### src/sv/fsr_pkg.sv
package fsr_pkg;

    localparam int ID_COUNT = 128;
    localparam int ID_BITS  = 7;
    localparam int Q_DEPTH  = 4;
    localparam int Q_AW     = 2;
    localparam int Q_CW     = 3;

    localparam logic [7:0] BYTE_ERASED = 8'hff;
    localparam logic [7:0] BYTE_NUL    = 8'h00;

    localparam logic [15:0] REGION_SIZE_RST = 16'd4096;
    localparam logic [7:0]  MAGIC_A_RST     = 8'h41;
    localparam logic [7:0]  MAGIC_B_RST     = 8'h65;

    localparam logic [1:0] CFG_REGION_SIZE  = 2'd0;
    localparam logic [1:0] CFG_MAGIC_FIRST  = 2'd1;
    localparam logic [1:0] CFG_MAGIC_SECOND = 2'd2;

    localparam logic [1:0] ST_EMPTY   = 2'd0;
    localparam logic [1:0] ST_IN_USE  = 2'd1;
    localparam logic [1:0] ST_UNKNOWN = 2'd2;
    localparam logic [1:0] ST_CORRUPT = 2'd3;

    localparam logic KIND_REPORT  = 1'b0;
    localparam logic KIND_SUMMARY = 1'b1;

    typedef enum logic [5:0] {
        PH_MAGIC0 = 6'b000001,
        PH_MAGIC1 = 6'b000010,
        PH_FLAGS  = 6'b000100,
        PH_KEY    = 6'b001000,
        PH_VALUE  = 6'b010000,
        PH_DONE   = 6'b100000
    } t_phase;

    typedef struct packed {
        logic [7:0] data_byte;
        logic       first_byte;
    } t_in_beat;

    typedef struct packed {
        logic        kind;
        logic [6:0]  entry_id;
        logic        new_key;
        logic        record_active;
        logic [15:0] record_offset;
        logic [1:0]  scan_status;
        logic [15:0] used_bytes;
        logic [7:0]  unique_ids;
        logic [7:0]  next_free_id;
        logic        is_last;
    } t_out_beat;

    typedef struct packed {
        logic               rd_en;
        logic [ID_BITS-1:0] rd_addr;
        logic               wr_en;
        logic [ID_BITS-1:0] wr_addr;
        logic               clear;
    } t_seen_req;

endpackage

### src/sv/fsr_seen_mem.sv
module fsr_seen_mem (
    input  logic              i_clk,
    input  logic              i_rst_n,
    input  fsr_pkg::t_seen_req i_req,
    output logic              o_seen
);
    import fsr_pkg::*;

    logic                r_mem [ID_COUNT];
    logic                r_rd_q;
    logic [ID_BITS-1:0]  r_rd_addr;
    logic [ID_COUNT-1:0] r_valid;
    logic [ID_COUNT-1:0] n_valid;

    always_ff @(posedge i_clk) begin
        if (i_req.wr_en) begin
            r_mem[i_req.wr_addr] <= 1'b1;
        end
        if (i_req.rd_en) begin
            r_rd_q    <= r_mem[i_req.rd_addr];
            r_rd_addr <= i_req.rd_addr;
        end
    end

    always_comb begin
        n_valid = i_req.clear ? '0 : r_valid;
        if (i_req.wr_en) begin
            n_valid[i_req.wr_addr] = 1'b1;
        end
    end

    always_ff @(posedge i_clk) begin
        if (!i_rst_n) begin
            r_valid <= '0;
        end else begin
            r_valid <= n_valid;
        end
    end

    // An entry counts only if it was written since the last restart.
    assign o_seen = r_rd_q & r_valid[r_rd_addr];

endmodule

### src/sv/fsr_out_queue.sv
module fsr_out_queue (
    input  logic               i_clk,
    input  logic               i_rst_n,
    input  logic               i_push0,
    input  fsr_pkg::t_out_beat i_data0,
    input  logic               i_push1,
    input  fsr_pkg::t_out_beat i_data1,
    output logic               o_room,
    output logic               o_valid,
    input  logic               i_stall,
    output fsr_pkg::t_out_beat o_data
);
    import fsr_pkg::*;

    t_out_beat       r_mem [Q_DEPTH];
    logic [Q_AW-1:0] r_wp;
    logic [Q_AW-1:0] r_rp;
    logic [Q_CW-1:0] r_cnt;
    logic            pop;
    logic [Q_AW-1:0] wp_next;

    assign pop     = o_valid && !i_stall;
    assign wp_next = r_wp + Q_AW'(1);

    always_ff @(posedge i_clk) begin
        if (i_push0) begin
            r_mem[r_wp] <= i_data0;
        end
        if (i_push1) begin
            r_mem[wp_next] <= i_data1;
        end
    end

    always_ff @(posedge i_clk) begin
        if (!i_rst_n) begin
            r_wp  <= '0;
            r_rp  <= '0;
            r_cnt <= '0;
        end else begin
            r_wp  <= r_wp + Q_AW'(i_push0) + Q_AW'(i_push1);
            r_rp  <= r_rp + Q_AW'(pop);
            r_cnt <= r_cnt + Q_CW'(i_push0) + Q_CW'(i_push1) - Q_CW'(pop);
        end
    end

    assign o_room  = r_cnt <= Q_CW'(Q_DEPTH - 2);
    assign o_valid = r_cnt != '0;
    assign o_data  = r_mem[r_rp];

endmodule

### src/sv/flash_env_record_scanner_unit.sv
// Channel  | Direction | Handshake             | Beat
// input    | in        | i_valid / o_stall     | i_data (t_in_beat)
// output   | out       | o_valid / i_stall     | o_data (t_out_beat)
// config   | in        | i_cfg_we              | i_cfg_idx, i_cfg_wdata
//
// One byte is accepted per cycle while o_stall is low. A byte is parsed
// from r_s1 after it is accepted, when the seen-id memory read issued at
// acceptance returns. Results go through a four-beat queue; input stalls
// only while fewer than two queue slots are free. Reset is synchronous and
// needs no clearing pass; the id table clears at once by its valid bits.
module flash_env_record_scanner_unit #(
    parameter int OFFSET_BITS = 16
) (
    input  logic               i_clk,
    input  logic               i_rst_n,
    input  logic               i_valid,
    output logic               o_stall,
    input  fsr_pkg::t_in_beat  i_data,
    output logic               o_valid,
    input  logic               i_stall,
    output fsr_pkg::t_out_beat o_data,
    input  logic               i_cfg_we,
    input  logic [1:0]         i_cfg_idx,
    input  logic [15:0]        i_cfg_wdata
);
    import fsr_pkg::*;

    localparam int CW = (OFFSET_BITS >= 16) ? OFFSET_BITS + 1 : 17;
    localparam logic [OFFSET_BITS-1:0] OFF_TOP = {OFFSET_BITS{1'b1}};

    logic [15:0] r_region;
    logic [7:0]  r_magic_a;
    logic [7:0]  r_magic_b;

    t_in_beat r_s1;
    logic     r_s1_valid;
    logic     accept_in;
    logic     go;
    logic     room;
    logic     seen;

    t_phase                 r_phase,    n_phase,    eff_phase;
    logic [OFFSET_BITS-1:0] r_off,      n_off,      eff_off;
    logic [7:0]             r_held,     n_held,     eff_held;
    logic [7:0]             r_distinct, n_distinct, eff_distinct;
    logic [7:0]             r_hpo,      n_hpo,      eff_hpo;
    logic [6:0]             r_id,       n_id,       eff_id;
    logic                   r_act,      n_act,      eff_act;
    logic                   r_new,      n_new,      eff_new;
    logic [OFFSET_BITS-1:0] r_head,     n_head,     eff_head;

    logic          restart;
    logic [7:0]    b;
    logic [CW-1:0] off_ext;
    logic [CW-1:0] off_p1;
    logic [CW-1:0] head_ext;
    logic          last;
    logic [7:0]    hpo_cand;
    logic          rep_v;
    logic          sum_v;
    logic [1:0]    sum_st;
    logic [15:0]   sum_used;
    logic          key_done;
    t_out_beat     rep_beat;
    t_out_beat     sum_beat;
    t_seen_req     seen_req;

    always_ff @(posedge i_clk) begin
        if (!i_rst_n) begin
            r_region  <= REGION_SIZE_RST;
            r_magic_a <= MAGIC_A_RST;
            r_magic_b <= MAGIC_B_RST;
        end else if (i_cfg_we) begin
            unique case (i_cfg_idx)
                CFG_REGION_SIZE:  r_region  <= i_cfg_wdata;
                CFG_MAGIC_FIRST:  r_magic_a <= i_cfg_wdata[7:0];
                CFG_MAGIC_SECOND: r_magic_b <= i_cfg_wdata[7:0];
                default: ;
            endcase
        end
    end

    assign go        = r_s1_valid && room;
    assign o_stall   = r_s1_valid && !room;
    assign accept_in = i_valid && !o_stall;

    always_ff @(posedge i_clk) begin
        if (accept_in) begin
            r_s1 <= i_data;
        end
    end

    always_ff @(posedge i_clk) begin
        if (!i_rst_n) begin
            r_s1_valid <= 1'b0;
        end else begin
            r_s1_valid <= accept_in || (r_s1_valid && !go);
        end
    end

    assign restart      = r_s1.first_byte;
    assign b            = r_s1.data_byte;
    assign eff_phase    = restart ? PH_MAGIC0 : r_phase;
    assign eff_off      = restart ? '0 : r_off;
    assign eff_held     = restart ? '0 : r_held;
    assign eff_distinct = restart ? '0 : r_distinct;
    assign eff_hpo      = restart ? '0 : r_hpo;
    assign eff_id       = restart ? '0 : r_id;
    assign eff_act      = restart ? 1'b0 : r_act;
    assign eff_new      = restart ? 1'b0 : r_new;
    assign eff_head     = restart ? '0 : r_head;

    assign off_ext  = CW'(eff_off);
    assign off_p1   = off_ext + CW'(1);
    assign head_ext = CW'(eff_head);
    assign last     = (off_p1 >= CW'(r_region)) || (eff_off == OFF_TOP);
    assign hpo_cand = 8'(b[6:0]) + 8'd1;

    always_comb begin
        n_phase    = eff_phase;
        n_off      = eff_off;
        n_held     = eff_held;
        n_distinct = eff_distinct;
        n_hpo      = eff_hpo;
        n_id       = eff_id;
        n_act      = eff_act;
        n_new      = eff_new;
        n_head     = eff_head;
        rep_v      = 1'b0;
        sum_v      = 1'b0;
        sum_st     = ST_EMPTY;
        sum_used   = '0;
        key_done   = 1'b0;

        if (eff_phase != PH_DONE && eff_off != OFF_TOP) begin
            n_off = eff_off + OFFSET_BITS'(1);
        end

        unique case (eff_phase)
            PH_MAGIC0: begin
                n_held  = b;
                n_phase = PH_MAGIC1;
            end
            PH_MAGIC1: begin
                if (eff_held == BYTE_ERASED && b == BYTE_ERASED) begin
                    sum_v  = 1'b1;
                    sum_st = ST_EMPTY;
                end else if (eff_held != r_magic_a || b != r_magic_b) begin
                    sum_v  = 1'b1;
                    sum_st = ST_UNKNOWN;
                end else begin
                    n_phase = PH_FLAGS;
                    if (last) begin
                        sum_v    = 1'b1;
                        sum_st   = ST_IN_USE;
                        sum_used = off_p1[15:0];
                    end
                end
            end
            PH_FLAGS: begin
                if (b == BYTE_ERASED) begin
                    sum_v    = 1'b1;
                    sum_st   = ST_IN_USE;
                    sum_used = off_ext[15:0];
                end else begin
                    n_id    = b[6:0];
                    n_act   = b[7];
                    n_head  = eff_off;
                    n_new   = !seen;
                    n_phase = seen ? PH_VALUE : PH_KEY;
                    if (hpo_cand > eff_hpo) begin
                        n_hpo = hpo_cand;
                    end
                    if (last) begin
                        sum_v    = 1'b1;
                        sum_st   = ST_CORRUPT;
                        sum_used = off_p1[15:0];
                    end
                end
            end
            PH_KEY: begin
                if (b == BYTE_ERASED) begin
                    sum_v    = 1'b1;
                    sum_st   = ST_CORRUPT;
                    sum_used = off_ext[15:0];
                end else begin
                    if (b == BYTE_NUL) begin
                        key_done   = 1'b1;
                        n_distinct = eff_distinct + 8'd1;
                        n_phase    = PH_VALUE;
                    end
                    if (last) begin
                        sum_v    = 1'b1;
                        sum_st   = ST_CORRUPT;
                        sum_used = off_p1[15:0];
                    end
                end
            end
            PH_VALUE: begin
                if (b == BYTE_NUL) begin
                    rep_v   = 1'b1;
                    n_phase = PH_FLAGS;
                    if (last) begin
                        sum_v    = 1'b1;
                        sum_st   = ST_IN_USE;
                        sum_used = off_p1[15:0];
                    end
                end else if (last) begin
                    sum_v    = 1'b1;
                    sum_st   = ST_CORRUPT;
                    sum_used = off_p1[15:0];
                end
            end
            PH_DONE: ;
            default: ;
        endcase

        if (sum_v) begin
            n_phase = PH_DONE;
        end
    end

    always_ff @(posedge i_clk) begin
        if (!i_rst_n) begin
            r_phase    <= PH_MAGIC0;
            r_off      <= '0;
            r_held     <= '0;
            r_distinct <= '0;
            r_hpo      <= '0;
            r_id       <= '0;
            r_act      <= 1'b0;
            r_new      <= 1'b0;
            r_head     <= '0;
        end else if (go) begin
            r_phase    <= n_phase;
            r_off      <= n_off;
            r_held     <= n_held;
            r_distinct <= n_distinct;
            r_hpo      <= n_hpo;
            r_id       <= n_id;
            r_act      <= n_act;
            r_new      <= n_new;
            r_head     <= n_head;
        end
    end

    always_comb begin
        seen_req.rd_en   = accept_in;
        seen_req.rd_addr = i_data.data_byte[6:0];
        seen_req.wr_en   = go && key_done;
        seen_req.wr_addr = eff_id;
        seen_req.clear   = go && restart;
    end

    fsr_seen_mem u_seen (
        .i_clk   (i_clk),
        .i_rst_n (i_rst_n),
        .i_req   (seen_req),
        .o_seen  (seen)
    );

    always_comb begin
        rep_beat               = '0;
        rep_beat.kind          = KIND_REPORT;
        rep_beat.entry_id      = eff_id;
        rep_beat.new_key       = eff_new;
        rep_beat.record_active = eff_act;
        rep_beat.record_offset = head_ext[15:0];
        rep_beat.is_last       = !sum_v;

        sum_beat              = '0;
        sum_beat.kind         = KIND_SUMMARY;
        sum_beat.scan_status  = sum_st;
        sum_beat.used_bytes   = sum_used;
        sum_beat.unique_ids   = n_distinct;
        sum_beat.next_free_id = n_hpo;
        sum_beat.is_last      = 1'b1;
    end

    fsr_out_queue u_queue (
        .i_clk   (i_clk),
        .i_rst_n (i_rst_n),
        .i_push0 (go && (rep_v || sum_v)),
        .i_data0 (rep_v ? rep_beat : sum_beat),
        .i_push1 (go && rep_v && sum_v),
        .i_data1 (sum_beat),
        .o_room  (room),
        .o_valid (o_valid),
        .i_stall (i_stall),
        .o_data  (o_data)
    );

endmodule

### config.mk
export PLATFORM = sky130hd
export DESIGN_NAME = flash_env_record_scanner_unit
export DESIGN_NICKNAME = d
export VERILOG_FILES = /design/src/sv/fsr_pkg.sv /design/src/sv/fsr_seen_mem.sv /design/src/sv/fsr_out_queue.sv /design/src/sv/flash_env_record_scanner_unit.sv
export SDC_FILE = /design/constraint.sdc
export NUM_CORES = 1
export LEC_CHECK = 0
export ABC_AREA = 1
export BUFFER_PORTS_ARGS = -buffer_cell sky130_fd_sc_hd__buf_2
export CAP_MARGIN = 20
export CORE_AREA = 2 2 271 273
export CTS_CLUSTER_SIZE = 24
export DETAILED_ROUTE_END_ITERATION = 10
export DIE_AREA = 0 0 273 275
export SYNTH_ARGS = -nofsm -noshare
export SYNTH_HDL_FRONTEND = slang
export SYNTH_SLANG_ARGS = --single-unit
### constraint.sdc
create_clock -name i_clk -period 6.6 [get_ports i_clk]
set_input_delay 1.32 -clock i_clk [delete_from_list [all_inputs] [get_ports i_clk]]
set_output_delay 1.32 -clock i_clk [all_outputs]
set_load 0.03 [all_outputs]
==> results.toml <==
[grt]
track_usage_pct = 19.6
grt_first_pass_wirelength_mm = 118
grt_overflow = 0
antenna_found_initial = 0
first_global_vias = 20600
grt_max_degree = 129

[floorplanning]
core_um2 = 72300
std_cell_rows = 99
die_x_um = 273
die_h_um = 275
dieArea_um2 = 75100
io_pins = 95
initial_core_util_pct = 34.6

[min_path]
hp-class = "reg -> reg"
whs_path_depth = 2
holdPathEnd = "u_queue.r_mem[2][60]$_SDFFE_PP1P_"
min_from = "u_queue.r_mem[2][60]$_SDFFE_PP1P_"

[finish]
utilization_pct = 38.7
n_antenna_cell = 0
fillers = 7529
multi_input_area_um2 = 11100
layout.nets = 3498
drive_gt1_share_pct = 7.91
regArea_um2 = 11300
syn_to_final_growth_pct = 11.9

[route]
post_drt_wl_per_cell_um = 16.9
viasPerCell = 5.03
drt_iter0_markers = 2014
postRouteAntennaNets = 0
drc = 0
routed-via-count = 22300
dr.pass1.iters = 6
wirelength_mm = 75.1

[sta]
slew_viol_final = 0
min_period_over_period_pct = 88.5
setup_violations = 0
finClkSkew_ns = 0.0725
relSlewSlack_pct = 23.0
fmax_mhz = 171
rsz0062_at_grt = "false"
hold_viol = 0
period_minus_slack_ns = 5.84
tightest_slew_ns = 1.16
setup-tns-final_ns = 0
hold_ws_ns = 0.451

[power]
finalPower_mw = 8.84
power.density_nw_per_um2 = 316
switchingPower_mw = 3.11
comb_power_share_pct = 25.4
ir_drop_mv = 0.221
pwr-share-seq_pct = 37.9
p_leak_nw = 12.2
p_sw_share_pct = 35.2
power.internal_mw = 5.74
pwr-share-clk_pct = 36.6

[clocking]
htreeDepth = 2
cts_resized = 0
cts.sinks = 492
post_cts_buffers = 0
cts_tree = "done"
cts_buffer_depth = 3
cts-root-buf = "clkbuf_16"
clock_latency_ns = 0.65
ctsHoldBuffers = 0
cts-buffers-inserted = 55
path_clk_slew_ns = 0.06

[worst_setup_path]
r2r_start = "restart$_DFFE_PP_"
worstReg2RegEnd = "u_queue.r_mem[1][15]$_DFFE_PP_"
reg2reg_slack_ns = 0.76
setup.worst_path.class = "reg -> reg"
crit_chain = "inv_2 -> nand2_1 -> nor3_1 -> nand2_1 -> nor2_1 -> xor2_1 -> inv_1 -> ha_1 -> and3_1 -> a41oi_1 -> nand3_1 -> a21oi_1 -> nand2_2 -> nand3_2 -> nand2_1 -> buf_4 -> nand2_2 -> nor2_1"
cp-end-kind = "flop"
cpMostUsedCell = "nand2_1"
required_ns = 6.97
crit_path_start_kind = "flop"
cpPeakStageDelay_ns = 0.68
crit_arrival_ns = 6.21
reg2reg_depth = 18
cp_slowest_cell = "nor3_1"
crit_fanout = 35

[yosys]
yosysMostFrequentCell = "nand2_1"
ys_top_cells_by_area = "dfxtp_1, edfxtp_1, nand2_1, nor2_1, a21oi_1"
async_reset_ff_share_pct = 0
yosys-top-cells-count = "nand2_1, nor2_1, inv_1"
ys_seq_area_share_pct = 45.2
syn_nets = 3541
syn-cell-area_um2 = 25000
yosysTopAreaCellShare_pct = 27.8
synth_area_per_cell_um2 = 7.20
ys_seq_elements = 492
yosysWarnings = 0
synth_top_area_cell = "dfxtp_1"
synth-main-ff-cell = "dfxtp_1"
synthCells = 3475
ys_types = 48
synth_edf_count = 145

[outcome]
status = "completed"

[run]
drv_cap = 0

[place]
gp_congestion = 0.889
hpwlAfterDp_mm = 44.9
io_buffers = 94
==> power by group through the flow <==
stage               clock network (mW)  registers (mW)  logic [mW]
global route                      3.43            3.37        2.48
floorplan                            0            3.36        1.60
finish                            3.24            3.35        2.25
global placement                     0            3.41        2.25
detailed placement                   0            3.42        2.26
CTS                               3.30            3.35        2.26
==> per-stage QoR <==
step                      area [um^2]  worst slack (ns)  std cells
final                           28000             0.761       4436
after global routing            28000             0.131       4436
after CTS                       28000             0.730       4436
after detailed placement        26100             0.760       4334
after global placement          26100             0.944       4334
after floorplan                 25000              1.21       3475
==> area by class of cell <==
type                    instances  area share [%]
clock buffers                  86            5.94
multi-input cells            2300            39.7
flip-flops and latches        492            40.4
repair buffers                133            2.77
well taps                     959            4.28
inverters                     450            6.05
clock inverters                16           0.929
==> metal layers <==
metal  wire [um]  global-route usage [%]  share of wire (%)
met5           0                       0                  0
met1       33700                    26.6                 45
met4        2130                    6.20                2.8
met3        3820                    2.55                5.1
met2       35400                    32.5                 47
==> sequential cells by signal, summed over array words and instances (netlist names), 16 cells and up <==
name / flops
u_queue.r_mem: 244
r_region: 16
u_seen.r_valid: 128
r_off: 16
r_head: 16
==> critical path, delay by kind of cell, from the launching register on <==
kind	cells	cell delay (ns)
buffers and inverters	3	0.81
flip-flops	1	0.53
XOR/XNOR	1	0.25
AND/OR/NAND/NOR	11	2.90
adder cells (fa/ha/maj)	1	0.30
AO/OA/AOI/OAI	2	0.70
==> worst max-delay path by stage <==
stage | start | endpoint | slack (ns) | depth (start not counted)
after global placement | restart$_DFFE_PP_ | u_queue.r_mem[1][27]$_DFFE_PP_ | 0.94 | 18
after CTS | restart$_DFFE_PP_ | u_queue.r_mem[1][15]$_DFFE_PP_ | 0.73 | 18
after detailed placement | restart$_DFFE_PP_ | u_queue.r_mem[1][17]$_DFFE_PP_ | 0.76 | 18
after global routing | restart$_DFFE_PP_ | u_queue.r_mem[1][18]$_DFFE_PP_ | 0.13 | 18
after floorplan | restart$_DFFE_PP_ | u_queue.r_mem[1][10]$_DFFE_PP_ | 1.21 | 24
final | restart$_DFFE_PP_ | u_queue.r_mem[1][15]$_DFFE_PP_ | 0.76 | 18
==> cells in the final DEF, fill, tap and decap left out, types with 33 or more instances in the layout <==
cell / instances
buf_4: 38
nand4_1: 120
o22ai_1: 49
dfxtp_1: 346
buf_2: 94
a21oi_1: 344
o211ai_1: 33
o21ai_0: 242
nand3_1: 191
nand2_1: 681
edfxtp_1: 145
clkbuf_16: 55
nor2_1: 471
inv_1: 436
==> kinds of logic (layout without fill, tap and decap cells) <==
group	Yosys count	count (layout)	share of synthesized area, %
AOI/OAI and AO/OA	696	696	14.8
xor gates and xnor gates	40	40	1.40
adders and majority gates	34	34	1.79
buffers and inverters	683	685	10.8
DFF	492	492	45.2
and+or+nand+nor	1530	1530	26.0
(Power assumes the default switching activity.)
